--- src/hdl/bstep_pkg.sv ---
// Shared types, codes and helpers for the three-axis Bresenham step generator.
package bstep_pkg;

  // Width of one signed count field on the input stream
  localparam int unsigned DELTA_W = 24;
  localparam int unsigned S_TDATA_W = 3 * DELTA_W;
  localparam int unsigned M_TDATA_W = 8;

  // Item kinds carried on s_axis_tuser
  localparam logic ACT_LOAD = 1'b0;
  localparam logic ACT_TICK = 1'b1;

  typedef enum logic [1:0] {
    AXIS_X = 2'd0,
    AXIS_Y = 2'd1,
    AXIS_Z = 2'd2
  } axis_e;

  // One result item before packing onto the output stream
  typedef struct packed {
    logic       done;
    logic       moving;
    logic [2:0] dir;
    logic [2:0] step;
  } result_t;

  // Axis driven by the first error term for a given major axis
  function automatic axis_e minor_a(axis_e major);
    axis_e m;
    unique case (major)
      AXIS_X:  m = AXIS_Y;
      AXIS_Y:  m = AXIS_X;
      AXIS_Z:  m = AXIS_Y;
      default: m = AXIS_Y;
    endcase
    return m;
  endfunction

  // Axis driven by the second error term for a given major axis
  function automatic axis_e minor_b(axis_e major);
    axis_e m;
    unique case (major)
      AXIS_X:  m = AXIS_Z;
      AXIS_Y:  m = AXIS_Z;
      AXIS_Z:  m = AXIS_X;
      default: m = AXIS_Z;
    endcase
    return m;
  endfunction

endpackage

--- src/hdl/bstep_queue.sv ---
// Two-entry register queue between the front end and the step engine.
module bstep_queue #(
  parameter int unsigned Width = 8
) (
  input  logic             clk_i,
  input  logic             rst_ni,
  input  logic             push_i,
  input  logic [Width-1:0] wdata_i,
  output logic             full_o,
  input  logic             pop_i,
  output logic             empty_o,
  output logic [Width-1:0] rdata_o
);

  logic [Width-1:0] mem_q [2];
  logic             wptr_q, wptr_d;
  logic             rptr_q, rptr_d;
  logic [1:0]       cnt_q, cnt_d;

  assign full_o  = (cnt_q == 2'd2);
  assign empty_o = (cnt_q == 2'd0);
  assign rdata_o = mem_q[rptr_q];

  always_comb begin
    wptr_d = push_i ? ~wptr_q : wptr_q;
    rptr_d = pop_i  ? ~rptr_q : rptr_q;
    cnt_d  = cnt_q + {1'b0, push_i} - {1'b0, pop_i};
  end

  always_ff @(posedge clk_i or negedge rst_ni) begin
    if (!rst_ni) begin
      wptr_q <= 1'b0;
      rptr_q <= 1'b0;
      cnt_q  <= 2'd0;
    end else begin
      wptr_q <= wptr_d;
      rptr_q <= rptr_d;
      cnt_q  <= cnt_d;
    end
  end

  always_ff @(posedge clk_i) begin
    if (push_i) begin
      mem_q[wptr_q] <= wdata_i;
    end
  end

endmodule

--- src/hdl/bstep_front.sv ---
// Input side: takes stream transactions, decodes kind, magnitudes and directions.
module bstep_front
  import bstep_pkg::*;
#(
  parameter int unsigned StepBits = 24,
  parameter int unsigned MagW     = StepBits - 1,
  parameter int unsigned EntryW   = 1 + 3 * MagW + 3
) (
  input  logic                 s_axis_tvalid,
  output logic                 s_axis_tready,
  input  logic [S_TDATA_W-1:0] s_axis_tdata,
  input  logic                 s_axis_tuser,
  input  logic                 q_full_i,
  output logic                 q_push_o,
  output logic [EntryW-1:0]    q_entry_o
);

  logic [StepBits-1:0] raw   [3];
  logic [StepBits-1:0] neg   [3];
  logic [MagW-1:0]     mag   [3];
  logic [2:0]          dir;

  assign s_axis_tready = ~q_full_i;
  assign q_push_o      = s_axis_tvalid & ~q_full_i;

  always_comb begin
    for (int k = 0; k < 3; k++) begin
      // Keep the low StepBits of the field, zero above the field width
      raw[k] = StepBits'(s_axis_tdata[k*DELTA_W +: DELTA_W]);
      neg[k] = ~raw[k] + StepBits'(1);
      if (raw[k][StepBits-1]) begin
        // Saturate the most negative count
        mag[k] = neg[k][StepBits-1] ? {MagW{1'b1}} : neg[k][MagW-1:0];
      end else begin
        mag[k] = raw[k][MagW-1:0];
      end
      dir[k] = ~raw[k][StepBits-1] & (|raw[k]);
    end
    q_entry_o = {dir, mag[2], mag[1], mag[0], (s_axis_tuser == ACT_TICK)};
  end

endmodule

--- src/hdl/bstep_back.sv ---
// Step engine: runs loads and ticks from the queue and holds the output register.
module bstep_back
  import bstep_pkg::*;
#(
  parameter int unsigned MagW   = 23,
  parameter int unsigned EntryW = 1 + 3 * MagW + 3
) (
  input  logic              clk_i,
  input  logic              rst_ni,
  input  logic              q_valid_i,
  input  logic [EntryW-1:0] q_entry_i,
  output logic              q_pop_o,
  output logic              out_valid_o,
  input  logic              out_ready_i,
  output result_t           out_res_o
);

  localparam int unsigned ErrW = MagW + 3;

  logic            is_tick;
  logic [MagW-1:0] mag [3];
  logic [2:0]      ent_dir;
  logic            fire;

  axis_e           ld_axis;
  logic [MagW-1:0] ld_maj, ld_ma, ld_mb;

  axis_e           axis_q, axis_d;
  logic [MagW-1:0] rem_q, rem_d;
  logic [MagW-1:0] maj_q, maj_d;
  logic [MagW-1:0] ma_q, ma_d;
  logic [MagW-1:0] mb_q, mb_d;
  logic [ErrW-1:0] erra_q, erra_d;
  logic [ErrW-1:0] errb_q, errb_d;
  logic [2:0]      dir_q, dir_d;
  logic            busy_q, busy_d;
  logic            oval_q, oval_d;
  result_t         res_q, res_d;

  logic            stepa, stepb, last;
  logic [2:0]      stepv;
  logic [ErrW-1:0] maj2;

  always_comb begin
    is_tick = q_entry_i[0];
    for (int k = 0; k < 3; k++) begin
      mag[k] = q_entry_i[1 + k*MagW +: MagW];
    end
    ent_dir = q_entry_i[1 + 3*MagW +: 3];
    fire    = q_valid_i & (~oval_q | out_ready_i);
    q_pop_o = fire;

    // Dominant axis, ties go to the earlier axis
    if (mag[0] >= mag[1] && mag[0] >= mag[2]) begin
      ld_axis = AXIS_X;
    end else if (mag[1] >= mag[2]) begin
      ld_axis = AXIS_Y;
    end else begin
      ld_axis = AXIS_Z;
    end
    ld_maj = mag[ld_axis];
    ld_ma  = mag[minor_a(ld_axis)];
    ld_mb  = mag[minor_b(ld_axis)];

    stepa = ~erra_q[ErrW-1];
    stepb = ~errb_q[ErrW-1];
    maj2  = ErrW'({maj_q, 1'b0});
    last  = (rem_q == MagW'(1));
    stepv = 3'b000;
    stepv[axis_q] = 1'b1;
    if (stepa) begin
      stepv[minor_a(axis_q)] = 1'b1;
    end
    if (stepb) begin
      stepv[minor_b(axis_q)] = 1'b1;
    end

    axis_d = axis_q;
    rem_d  = rem_q;
    maj_d  = maj_q;
    ma_d   = ma_q;
    mb_d   = mb_q;
    erra_d = erra_q;
    errb_d = errb_q;
    dir_d  = dir_q;
    busy_d = busy_q;
    res_d  = res_q;
    oval_d = oval_q & ~out_ready_i;

    if (fire) begin
      oval_d = 1'b1;
      if (!is_tick) begin
        // Load: drop any move in progress and start the new one
        axis_d = ld_axis;
        rem_d  = ld_maj;
        maj_d  = ld_maj;
        ma_d   = ld_ma;
        mb_d   = ld_mb;
        erra_d = ErrW'({ld_ma, 1'b0}) - ErrW'(ld_maj);
        errb_d = ErrW'({ld_mb, 1'b0}) - ErrW'(ld_maj);
        dir_d  = ent_dir;
        busy_d = (ld_maj != '0);
        res_d  = '{done: 1'b0, moving: (ld_maj != '0), dir: ent_dir, step: 3'b000};
      end else if (busy_q) begin
        erra_d = erra_q + ErrW'({ma_q, 1'b0}) - (stepa ? maj2 : '0);
        errb_d = errb_q + ErrW'({mb_q, 1'b0}) - (stepb ? maj2 : '0);
        rem_d  = rem_q - MagW'(1);
        busy_d = ~last;
        res_d  = '{done: last, moving: ~last, dir: dir_q, step: stepv};
      end else begin
        res_d  = '{done: 1'b0, moving: 1'b0, dir: dir_q, step: 3'b000};
      end
    end
  end

  always_ff @(posedge clk_i or negedge rst_ni) begin
    if (!rst_ni) begin
      axis_q <= AXIS_X;
      rem_q  <= '0;
      maj_q  <= '0;
      ma_q   <= '0;
      mb_q   <= '0;
      erra_q <= '0;
      errb_q <= '0;
      dir_q  <= 3'b000;
      busy_q <= 1'b0;
      oval_q <= 1'b0;
    end else begin
      axis_q <= axis_d;
      rem_q  <= rem_d;
      maj_q  <= maj_d;
      ma_q   <= ma_d;
      mb_q   <= mb_d;
      erra_q <= erra_d;
      errb_q <= errb_d;
      dir_q  <= dir_d;
      busy_q <= busy_d;
      oval_q <= oval_d;
    end
  end

  always_ff @(posedge clk_i) begin
    res_q <= res_d;
  end

  assign out_valid_o = oval_q;
  assign out_res_o   = res_q;

endmodule

--- src/hdl/three_axis_bresenham_stepper_core.sv ---
// Accepted transactions enter the queue; the engine registers each result in the
// output register. One item per cycle while m_axis_tready is high; every tick is one
// add/compare step of the engine. A two-entry queue separates input and engine; the
// output register holds a result while the next items are still taken in.
// Reset (rst_ni low, asynchronous) clears the queue, the output and the move state to idle.
module three_axis_bresenham_stepper_core
  import bstep_pkg::*;
#(
  parameter int unsigned STEP_BITS = 24
) (
  input  logic                 clk_i,
  input  logic                 rst_ni,
  input  logic                 s_axis_tvalid,
  output logic                 s_axis_tready,
  input  logic [S_TDATA_W-1:0] s_axis_tdata,  // delta_x[23:0], delta_y[47:24], delta_z[71:48]
  input  logic                 s_axis_tuser,  // action
  output logic                 m_axis_tvalid,
  input  logic                 m_axis_tready,
  output logic [M_TDATA_W-1:0] m_axis_tdata,  // step_x, step_y, step_z, dir_x, dir_y, dir_z,
                                              // moving, zero pad
  output logic                 m_axis_tlast   // move_done
);

  localparam int unsigned MagW   = STEP_BITS - 1;
  localparam int unsigned EntryW = 1 + 3 * MagW + 3;

  logic              q_full, q_empty, q_push, q_pop;
  logic [EntryW-1:0] q_wdata, q_rdata;
  result_t           res;

  bstep_front #(
    .StepBits (STEP_BITS),
    .MagW     (MagW),
    .EntryW   (EntryW)
  ) u_front (
    .s_axis_tvalid (s_axis_tvalid),
    .s_axis_tready (s_axis_tready),
    .s_axis_tdata  (s_axis_tdata),
    .s_axis_tuser  (s_axis_tuser),
    .q_full_i      (q_full),
    .q_push_o      (q_push),
    .q_entry_o     (q_wdata)
  );

  bstep_queue #(
    .Width (EntryW)
  ) u_queue (
    .clk_i   (clk_i),
    .rst_ni  (rst_ni),
    .push_i  (q_push),
    .wdata_i (q_wdata),
    .full_o  (q_full),
    .pop_i   (q_pop),
    .empty_o (q_empty),
    .rdata_o (q_rdata)
  );

  bstep_back #(
    .MagW   (MagW),
    .EntryW (EntryW)
  ) u_back (
    .clk_i       (clk_i),
    .rst_ni      (rst_ni),
    .q_valid_i   (~q_empty),
    .q_entry_i   (q_rdata),
    .q_pop_o     (q_pop),
    .out_valid_o (m_axis_tvalid),
    .out_ready_i (m_axis_tready),
    .out_res_o   (res)
  );

  assign m_axis_tdata = {1'b0, res.moving, res.dir, res.step};
  assign m_axis_tlast = res.done;

endmodule

--- config.mk ---
export PLATFORM = sky130hd
export DESIGN_NAME = three_axis_bresenham_stepper_core
export DESIGN_NICKNAME = d
export VERILOG_FILES = /design/src/hdl/bstep_pkg.sv /design/src/hdl/bstep_queue.sv /design/src/hdl/bstep_front.sv /design/src/hdl/bstep_back.sv /design/src/hdl/three_axis_bresenham_stepper_core.sv
export SDC_FILE = /design/constraint.sdc
export NUM_CORES = 1
export LEC_CHECK = 0
export BUFFER_PORTS_ARGS = -buffer_cell sky130_fd_sc_hd__buf_2
export CORE_UTILIZATION = 55
export CTS_CLUSTER_DIAMETER = 200
export CTS_CLUSTER_SIZE = 28
export DETAILED_ROUTE_END_ITERATION = 12
export GPL_ROUTABILITY_DRIVEN = 1
export PLACE_DENSITY = 0.72
export SETUP_SLACK_MARGIN = 0.3
export SLEW_MARGIN = 15
export SYNTH_ARGS = -nofsm -noshare
export SYNTH_HDL_FRONTEND = slang
export SYNTH_HIERARCHICAL = 1
export SYNTH_SLANG_ARGS = --single-unit
--- constraint.sdc ---
create_clock -name clk_i -period 16.44 [get_ports clk_i]
set_input_delay 4.932 -clock clk_i [delete_from_list [all_inputs] [get_ports clk_i]]
set_output_delay 4.932 -clock clk_i [all_outputs]
set_load 0.05 [all_outputs]
; After elaboration in Yosys (flattened, before gate mapping)
; Memories as Yosys holds them, arrays and structs flattened.
; Cells that the tools add are included.
[totals]
regBits = 163
latch_bits = 0
ramBits = 146
mem_bits_ro = 0
in_bits = 77
output_inout_bits = 11
mem_count = 1
[memory_table]
columns = name, depth, width, rd, rd_clocked_by_memory_dff, write_ports, line
row1 = u_queue.mem_q, 2, 73, 1, 0, 1, bstep_queue.sv:15  ; logic [Width-1:0] mem_q [2];
[classes]
addsub = 12
multipliers = 0
div = 0
order_cmp = 12
n_eq_ne = 7
shifts = 0
mux = 46
n_bitwise = 26
n_reduce_logical = 12
[op_table]
columns = operator, n
row1 = 2-to-1 mux 23 bit, 14
row2 = binary-select mux 23 bit (select 2 bit), 3
row3 = 2-to-1 mux 26 bit, 4
row4 = adder 24 x 1 -> 24 bit (second input constant), 3
row5 = inverter 24 bit, 3
row6 = OR reduction 24 bit, 3
row7 = greater-or-equal comparator 23 bit, 3
row8 = adder 26 x 24 -> 26 bit, 2
row9 = subtractor 26 bit, 2
row10 = subtractor 24 x 23 -> 25 bit, 2
row11 = 2-to-1 mux 24 bit, 2
row12 = equality test 23 x 1 -> 1 bit (second input constant), 1
row13 = nonzero test 23 bit, 1
row14 = subtractor 23 x 1 -> 23 bit (second input constant), 1
row15 = 2-to-1 mux 7 bit, 2
row16 = 2-to-1 mux 2 bit, 6
row17 = inverter 1 bit, 11
row18 = 2-to-1 mux 1 bit, 10
row19 = greater-or-equal comparator 3 bit (second input constant), 3
row20 = less-than comparator 2 x 3 -> 1 bit (second input constant), 3
row21 = AND 1 bit, 6
row22 = demux 1 bit (select 2 bit), 3
row23 = equality test 2 bit (second input constant), 3
row24 = greater-or-equal comparator 2 x 1 -> 1 bit (second input constant), 3
row25 = other kinds (12), 21

; Logic depth before layout (Yosys ltp)
; Gate-level depths: netlist of run 1.
[depth]
ltp_word = 13
mapped_depth = 29
ltp_nobuf = 25

; Cells and area by module
; The synthesis of run 1 kept the hierarchy.
[modules_own_cells]
columns = mod, n_inst, cells_each, area_per_inst_um2, seq_area_each_um2
row1 = bstep_back, 1, 1889, 15356.0, 3968.8
row2 = bstep_queue, 1, 242, 5711.7, 4484.3
row3 = bstep_front, 1, 307, 1910.6, 0.0
row4 = three_axis_bresenham_stepper_core, 1, 3, 15.0, 0.0

; Least setup slack after synthesis of run 1
; OpenSTA, ideal clock, no wires.
[synth_timing]
path_kind = input port to flip-flop
startpoint = input s_axis_tvalid
endpoint = memory u_queue/mem_q[0][0] in the netlist's numbering, enable pin
t_arrival_ps = 8444
path_slack_ps = 7483
stages = 2
path_buffers = 0
cell_sequence = nor2b_1 nor2b_1
[synth_between]
elab_chain_cells = 3
[synth_lines]
columns = item, line
row1 = from (decl), three_axis_bresenham_stepper_core.sv:13  ; input logic s_axis_tvalid,
row2 = AND 1 bit, bstep_front.sv:24  ; assign q_push_o = s_axis_tvalid & ~q_full_i;
row3 = 2-to-1 mux 1 bit, bstep_queue.sv:43  ; if (push_i) begin
row4 = 2-to-1 mux 1 bit (implied by the code), bstep_queue.sv:44  ; mem_q[wptr_q] <= wdata_i;
row5 = to (decl), bstep_queue.sv:15
; No other way between the ends.

; Worst setup path after layout of run 1
[layout_timing]
startpoint = register u_queue.rptr_q
endpoint = register u_back.erra_q[25]
[layout_between]
elab_chain_cells = 12
word_cells_on_any_way = 21
[layout_lines]
columns = item, line
row1 = from (decl), bstep_queue.sv:17  ; logic rptr_q, rptr_d;
row2 = from (signal assigned), bstep_queue.sv:37  ; rptr_q <= rptr_d;
row3 = memory (2 x 73 bit) (*), --
row4 = named net q_rdata[64], three_axis_bresenham_stepper_core.sv:28  ; logic [EntryW-1:0] q_wdata, q_rdata;
row5 = greater-or-equal comparator 23 bit (on tied branches), "bstep_back.sv:56, bstep_back.sv:54"
row6 = 2-to-1 mux 2 bit / logical AND 1 bit (equally long branches), "bstep_back.sv:56, bstep_back.sv:54"
row7 = 2-to-1 mux 2 bit, bstep_back.sv:54  ; if (mag[0] >= mag[1] && mag[0] >= mag[2]) begin
row8 = equality test 2 x 1 -> 1 bit, bstep_pkg.sv:30  ; unique case (major)
row9 = 2-to-1 mux 1 bit, bstep_pkg.sv:30
row10 = inverter 1 -> 3 bit (implied by the code), bstep_back.sv:62  ; ld_ma = mag[minor_a(ld_axis)];
row11 = binary-select mux 23 bit (select 2 bit), bstep_back.sv:62
row12 = 2-to-1 mux 23 bit (implied by the code) (2 in series), bstep_back.sv:62
row13 = subtractor 24 x 23 -> 25 bit (*), bstep_back.sv:99  ; erra_d = ErrW'({ld_ma, 1'b0}) - ErrW'(ld_maj);
row14 = 2-to-1 mux 26 bit (*), bstep_back.sv:92  ; if (!is_tick) begin
row15 = to (signal assigned), bstep_back.sv:134  ; erra_q <= erra_d;
row16 = to (decl), bstep_back.sv:33  ; logic [ErrW-1:0] erra_q, erra_d;
; The timed path passes the listed nets; every way through them passes the cells marked *. The select of a mux whose other input is x is not followed.
; A chain may end at the register's enable or synchronous reset.

==> results.json, run 1 <==
{
  "status": "complete, no violations",
  "synth_warnings": 6,
  "grt_pass1_wl_mm": 97.9,
  "crit_path_max_fanout": 50,
  "drc_errors": 0,
  "synth.top_cell.area_share": 0.201,
  "h-tree-depth": 1,
  "synth_cell_types": 90,
  "num_rows": 74,
  "maxSlewViolCount": 0,
  "area_growth_syn_to_layout_pct": 5.88,
  "hold_violations": 0,
  "yosysMostFrequentCell": "inv_1",
  "clock_path_buffers": 3,
  "gp_congestion": 0.974,
  "synth_edf_count": 154,
  "yosysTopAreaCell": "edfxtp_1",
  "clk_pin_slew_worst_paths_ns": 0.11,
  "crit_slowest_cell": "a21oi_1",
  "start_kind": "register",
  "synth.avg_cell_area_um2": 9.42,
  "tns_ns": 0,
  "async_reset_ff_frac": 0.498,
  "core-area_um2": 41000,
  "crit_arrival_ns": 8.33,
  "worstPathRequired_ns": 16.85,
  "cap_violations": 0,
  "dr_total_vias": 18300,
  "dpl.hpwl_mm": 47.5,
  "port_buffers": 86,
  "tritoncts.num_buffers": 14,
  "cts-root-buf": "clkbuf_16",
  "dp_slack_ns": 8.71,
  "ios": 88,
  "fin_skew_ns": 0.0240,
  "cts_resized": 0,
  "ctsHoldBuffers": 0,
  "die_width_um": 206,
  "dieArea_um2": 42600,
  "dr.pass1.iters": 5,
  "grt_util_all_layers": 0.300,
  "syn_area_um2": 23000,
  "totalWireLength_mm": 63.2,
  "die_h_um": 206,
  "drt_iter0_markers": 1505,
  "grt_remaining_overflow": 0,
  "post_cts_buffers": 0,
  "critPathMaxStageDelay_ns": 0.93,
  "antenna_found_initial": 3,
  "fin_crit_sh": 0.481,
  "nets": 2770,
  "postRouteAntennaNets": 0,
  "synth_common_cells": "266 x inv_1, 253 x nand2_1, 186 x o21ai_0",
  "start_util": 0.561,
  "cpMostUsedCell": "a21oi_1",
  "crit_chain": "buf_4 > mux2_2 > inv_1 > ha_1 > a21oi_1 > a21oi_1 > a211oi_1 > o2111ai_1 > a21oi_1 > nor2_2 > buf_4 > a21oi_1 > fa_1 > a21o_1 > a21oi_1 > o21ba_2 > o21ai_0 > nand2_1 > a311o_1 > nand2_1 > a41oi_1 > o21ai_0 > a21oi_1 > a221o_1",
  "diodes": 0,
  "synthFlopType": "edfxtp_1",
  "fmax_mhz": 126,
  "cts_tree": "built",
  "fin_crit_ns": 7.91,
  "wl_per_cell_um": 21.0,
  "cp-end-kind": "register",
  "synthesis.instances": 2441,
  "synthesis.nets": 2734,
  "layout_setup_ws_ns": 8.53,
  "rsz0062_at_grt": "false",
  "drive_gt1_frac": 0.119,
  "path_class": "reg2reg",
  "final_cell_area_um2": 24300,
  "hold_class": "reg2reg",
  "place_area_um2": 23900,
  "grt_max_degree": 99,
  "synth-seq-cells": 307,
  "cts.sinks": 307,
  "maxSlewHeadroom": 0.253,
  "ys_seq_area_frac": 0.368,
  "worstMarginPinSlew_ns": 1.12,
  "grt_pass1_vias": 17500,
  "setup_viol": 0,
  "vias_per_cell": 6.05,
  "synthTopCellsByArea": "edfxtp_1 20%, dfrtp_1 17%, ha_1 9.0%",
  "clk-insertion-delay-late_ns": 0.52
}
layout by cell type, fill, tap and decap left out, drive strengths merged, types with 14 or more instances in the layout:
master / count
or4: 15
fa: 50
o21bai: 14
nand3: 24
nor3: 41
dfrtp: 153
o31ai: 17
nor2b: 67
nand2: 254
nor4: 15
a31oi: 14
a21o: 48
buf: 116
nand2b: 23
nor2: 149
edfxtp: 154
a21oi: 183
xor2: 69
a22o: 18
mux2: 120
xnor2: 54
ha: 166
a211oi: 28
o21ai: 196
nand4: 28
clkbuf: 22
mux2i: 17
inv: 266
sequential cells by signal, summed over array words and instances (netlist names):
register	count
u_queue/mem_q	146
u_back/erra_q	25
u_back/errb_q	25
u_back/ma_q	23
u_back/maj_q	23
u_back/mb_q	23
u_back/rem_q	23
u_back/out_res_o	8
u_back/dir_q	3
u_back/axis_q	2
u_queue/cnt_q	2
u_back/busy_q	1
u_back/out_valid_o	1
u_queue/rptr_q	1
u_queue/wptr_q	1
layer usage:
layer  up-vias  part of all wire  routed length, um  global-route usage
met1      8820              0.43              27100               0.405
met3       121             0.074               4690              0.0484
met2       673              0.47              29400               0.496
met4         6             0.032               2000              0.0840
li1       8635                 -                  -                   -
met5         -           0.00062                 39                   0
critical path: cells and delay by family, from the launching register on:
| family | cells | cell delay (ns) |
|---|---|---|
| flops | 1 | 0.73 |
| buf+inv | 3 | 1.22 |
| compound gates | 15 | 4.30 |
| fa+ha+maj | 2 | 0.65 |
| simple gates | 3 | 0.35 |
| mux | 1 | 0.48 |
kinds of logic after synthesis:
| group | count (synthesis) | share of synthesized area |
|---|---|---|
| xor gates and xnor gates | 124 | 0.0479 |
| AOI/OAI and AO/OA | 630 | 0.173 |
| and+or+nand+nor | 664 | 0.138 |
| other | 1 | 0.000163 |
| buffers and inverters | 362 | 0.0633 |
| adders and majority gates | 216 | 0.134 |
| DFF | 307 | 0.368 |
| muxes | 137 | 0.0761 |
stage by stage:
stage,util,std cells,hold slack [ns]
3_5_place_dp,0.583,2993,0.467
5_1_grt,0.594,3016,0.513
4_1_cts,0.594,3016,0.494
6_report,0.594,3016,0.488
2_1_floorplan,-,2441,0.440
3_3_place_gp,0.583,2993,0.452
layout make-up:
type | count | area (um^2)
clock buffers | 22 | 402
clock inverters | 1 | 17.5
fillers | 3575 | 16700
inverters | 266 | 998
well taps | 532 | 666
repair buffers | 116 | 662
multi-input cells | 1772 | 13100
flip-flops and latches | 307 | 8460
final timing paths:
check / startpoint / to / slack (ns) / cells after the start
max in group asynchronous: rst_ni / u_queue/rptr_q$_DFFE_PN0P_ / 10.47 / 2
min in group asynchronous: rst_ni / u_back/mb_q[7]$_DFFE_PN0P_ / 4.49 / 1
max reg2reg: u_queue/rptr_q$_DFFE_PN0P_ / u_back/erra_q[25]$_DFFE_PN0P_ / 8.53 / 24
max: u_queue/rptr_q$_DFFE_PN0P_ / u_back/erra_q[25]$_DFFE_PN0P_ / 8.53 / 24
min: u_back/dir_q[0]$_DFFE_PN0P_ / u_back/dir_q[0]$_DFFE_PN0P_ / 0.49 / 2
min reg2reg: u_back/dir_q[0]$_DFFE_PN0P_ / u_back/dir_q[0]$_DFFE_PN0P_ / 0.49 / 2
Power of run 1 is left out: the tool's default activity adds up to more than one toggle a clock period on the data nets, which glitch-free logic cannot reach.
==> run 2, diff against run 1 <==
Clock period 16.44 ns to 7.6 ns, I/O delays scaled along.
==> run 2 against run 1 <==
Clock-buffer cell count unchanged. Wire length decreased by 0.78%. Setup slack got worse by 7.8 ns. Critical path depth unchanged. Sequential share of layout area decreased by 0.12 points. Fmax increased by 16%. Non-clock buffer count increased by 11. Cell area increased by 0.34%. First-iteration DRC count decreased by 5.0%. Die area unchanged. Sequential cell count unchanged. Utilization increased by 0.20 points.
==> results.json, run 2 (synthesized netlist as in run 1, its figures left out) <==
{
  "antenna_found_initial": 0,
  "drive_gt1_frac": 0.123,
  "postRouteAntennaNets": 0,
  "drt_iter0_markers": 1430,
  "maxSlewViolCount": 0,
  "totalWireLength_mm": 62.7,
  "worstMarginPinSlew_ns": 1.06,
  "clk-insertion-delay-late_ns": 0.54,
  "clk_pin_slew_worst_paths_ns": 0.12,
  "worstPathRequired_ns": 7.97,
  "diodes": 0,
  "ctsHoldBuffers": 0,
  "start_kind": "register",
  "fin_skew_ns": 0.0410,
  "dr.pass1.iters": 6,
  "post_cts_buffers": 0,
  "crit_chain": "buf_4 > mux2_4 > inv_1 > ha_1 > a211oi_1 > o21ai_0 > a211oi_1 > o211ai_4 > or2_2 > nand2_1 > o21ai_0 > fa_1 > a21o_1 > a21oi_1 > o21ai_0 > a31oi_1 > a211oi_1 > o31ai_1 > a21oi_1 > nand4_1 > nand4b_1 > xnor2_1 > o21ai_0 > a21boi_0",
  "tritoncts.num_buffers": 14,
  "grt_remaining_overflow": 0,
  "die_width_um": 206,
  "multiInputGateArea_um2": 13100,
  "nFillCells": 3569,
  "h-tree-depth": 1,
  "clock_path_buffers": 3,
  "num_rows": 74,
  "crit_path_max_fanout": 25,
  "grt_pass1_wl_mm": 97.6,
  "die_h_um": 206,
  "critPathMaxStageDelay_ns": 0.70,
  "holdPathEnd": "u_back/dir_q[0]$_DFFE_PN0P_",
  "drc_errors": 0,
  "hp-start": "u_back/dir_q[0]$_DFFE_PN0P_",
  "wl_per_cell_um": 20.7,
  "hold_class": "reg2reg",
  "regArea_um2": 8460,
  "fin_crit_ns": 6.82,
  "ios": 88,
  "start_util": 0.561,
  "cpMostUsedCell": "o21ai_0",
  "path_class": "reg2reg",
  "dr_total_vias": 17900,
  "final_cell_mix": "266 x inv_1, 252 x nand2_1, 185 x o21ai_0",
  "nets": 2781,
  "area_growth_syn_to_layout_pct": 6.24,
  "worst-r2r-setup-slack_ns": 0.78,
  "grt_util_all_layers": 0.298,
  "r2r_cells": 24,
  "maxSlewHeadroom": 0.288,
  "setup_viol": 0,
  "regMostFlops": "u_queue/mem_q",
  "dieArea_um2": 42600,
  "gp_congestion": 0.983,
  "grt_pass1_vias": 17500,
  "holdPathStages": 2,
  "grt_max_degree": 88,
  "crit_arrival_ns": 7.19,
  "rsz0062_at_grt": "false",
  "fin_crit_sh": 0.898,
  "cts_tree": "built",
  "vias_per_cell": 5.93,
  "rr_startpoint": "u_queue/rptr_q$_DFFE_PN0P_",
  "cp-end-kind": "register",
  "core-area_um2": 41000,
  "status": "complete, no violations",
  "cts_resized": 0,
  "port_buffers": 86,
  "cts-root-buf": "clkbuf_16",
  "reg.largest.list": "u_queue/mem_q x146, u_back/erra_q x25, u_back/errb_q x25",
  "crit_slowest_cell": "dfrtp_4",
  "fmax_mhz": 147,
  "reg2reg_to": "u_back/errb_q[22]$_DFFE_PN0P_",
  "hold_violations": 0,
  "dpl.hpwl_mm": 48.9,
  "final_common_cell": "inv_1",
  "cts.sinks": 307,
  "tns_ns": 0,
  "cap_violations": 0,
  "largest_reg_flops": 146
}
==> run 2: cell count changes in the layout (fill, tap and decap cells not counted), sizes merged <==
| cell | before | now |
|---|---|---|
| buf | 116 | 127 |
==> run 2: layout make-up <==
class                           instances  area share
Multi-Input combinational cell       1772       0.538
Inverter                              266      0.0409
Clock buffer                           22      0.0164
Clock inverter                          1    0.000717
Sequential cell                       307       0.346
Tap cell                              532      0.0272
Timing Repair Buffer                  127      0.0305
==> run 2: metal layers <==
layer	track usage	vias up	wire length, um
li1	-	8657	-
met5	0	-	0
met3	0.0284	116	3480
met2	0.507	532	29900
met1	0.392	8638	26700
met4	0.115	0	2660
==> run 2: critical path, delay by kind of cell (launching register included) <==
family	cells	cell delay [ns]
compound gates	14	3.37
simple gates	4	0.90
fa+ha+maj	2	0.71
flops	1	0.70
buf+inv	2	0.44
mux	1	0.33
xor+xnor	1	0.18
==> run 2: worst max-delay path by stage <==
| stage | to | depth (start not counted) | slack (ns) | from |
|---|---|---|---|---|
| 3_5_place_dp | u_back/errb_q[22]$_DFFE_PN0P_ | 24 | 0.94 | u_queue/rptr_q$_DFFE_PN0P_ |
| 2_1_floorplan | u_queue/mem_q[0][0]$_DFFE_PP_ | 2 | 1.29 | s_axis_tvalid |
| 3_3_place_gp | u_back/errb_q[18]$_DFFE_PN0P_ | 24 | 1.01 | u_queue/rptr_q$_DFFE_PN0P_ |
| 4_1_cts | u_back/errb_q[22]$_DFFE_PN0P_ | 24 | 0.92 | u_queue/rptr_q$_DFFE_PN0P_ |
| 6_report | u_back/errb_q[22]$_DFFE_PN0P_ | 24 | 0.78 | u_queue/rptr_q$_DFFE_PN0P_ |
| 5_1_grt | u_back/errb_q[22]$_DFFE_PN0P_ | 25 | 0.37 | u_queue/rptr_q$_DFFE_PN0P_ |
==> run 2: metrics by stage <==
stage	setup slack, ns	instances	util	hold slack [ns]	area [um^2]
after floorplan	1.29	2441	-	0.440	23000
after global placement	1.01	3004	0.585	0.452	24000
after detailed placement	0.936	3004	0.585	0.463	24000
after CTS	0.919	3027	0.596	0.490	24400
after global routing	0.371	3027	0.596	0.522	24400
final	0.776	3027	0.596	0.491	24400
Power of run 2 is left out for the same reason.
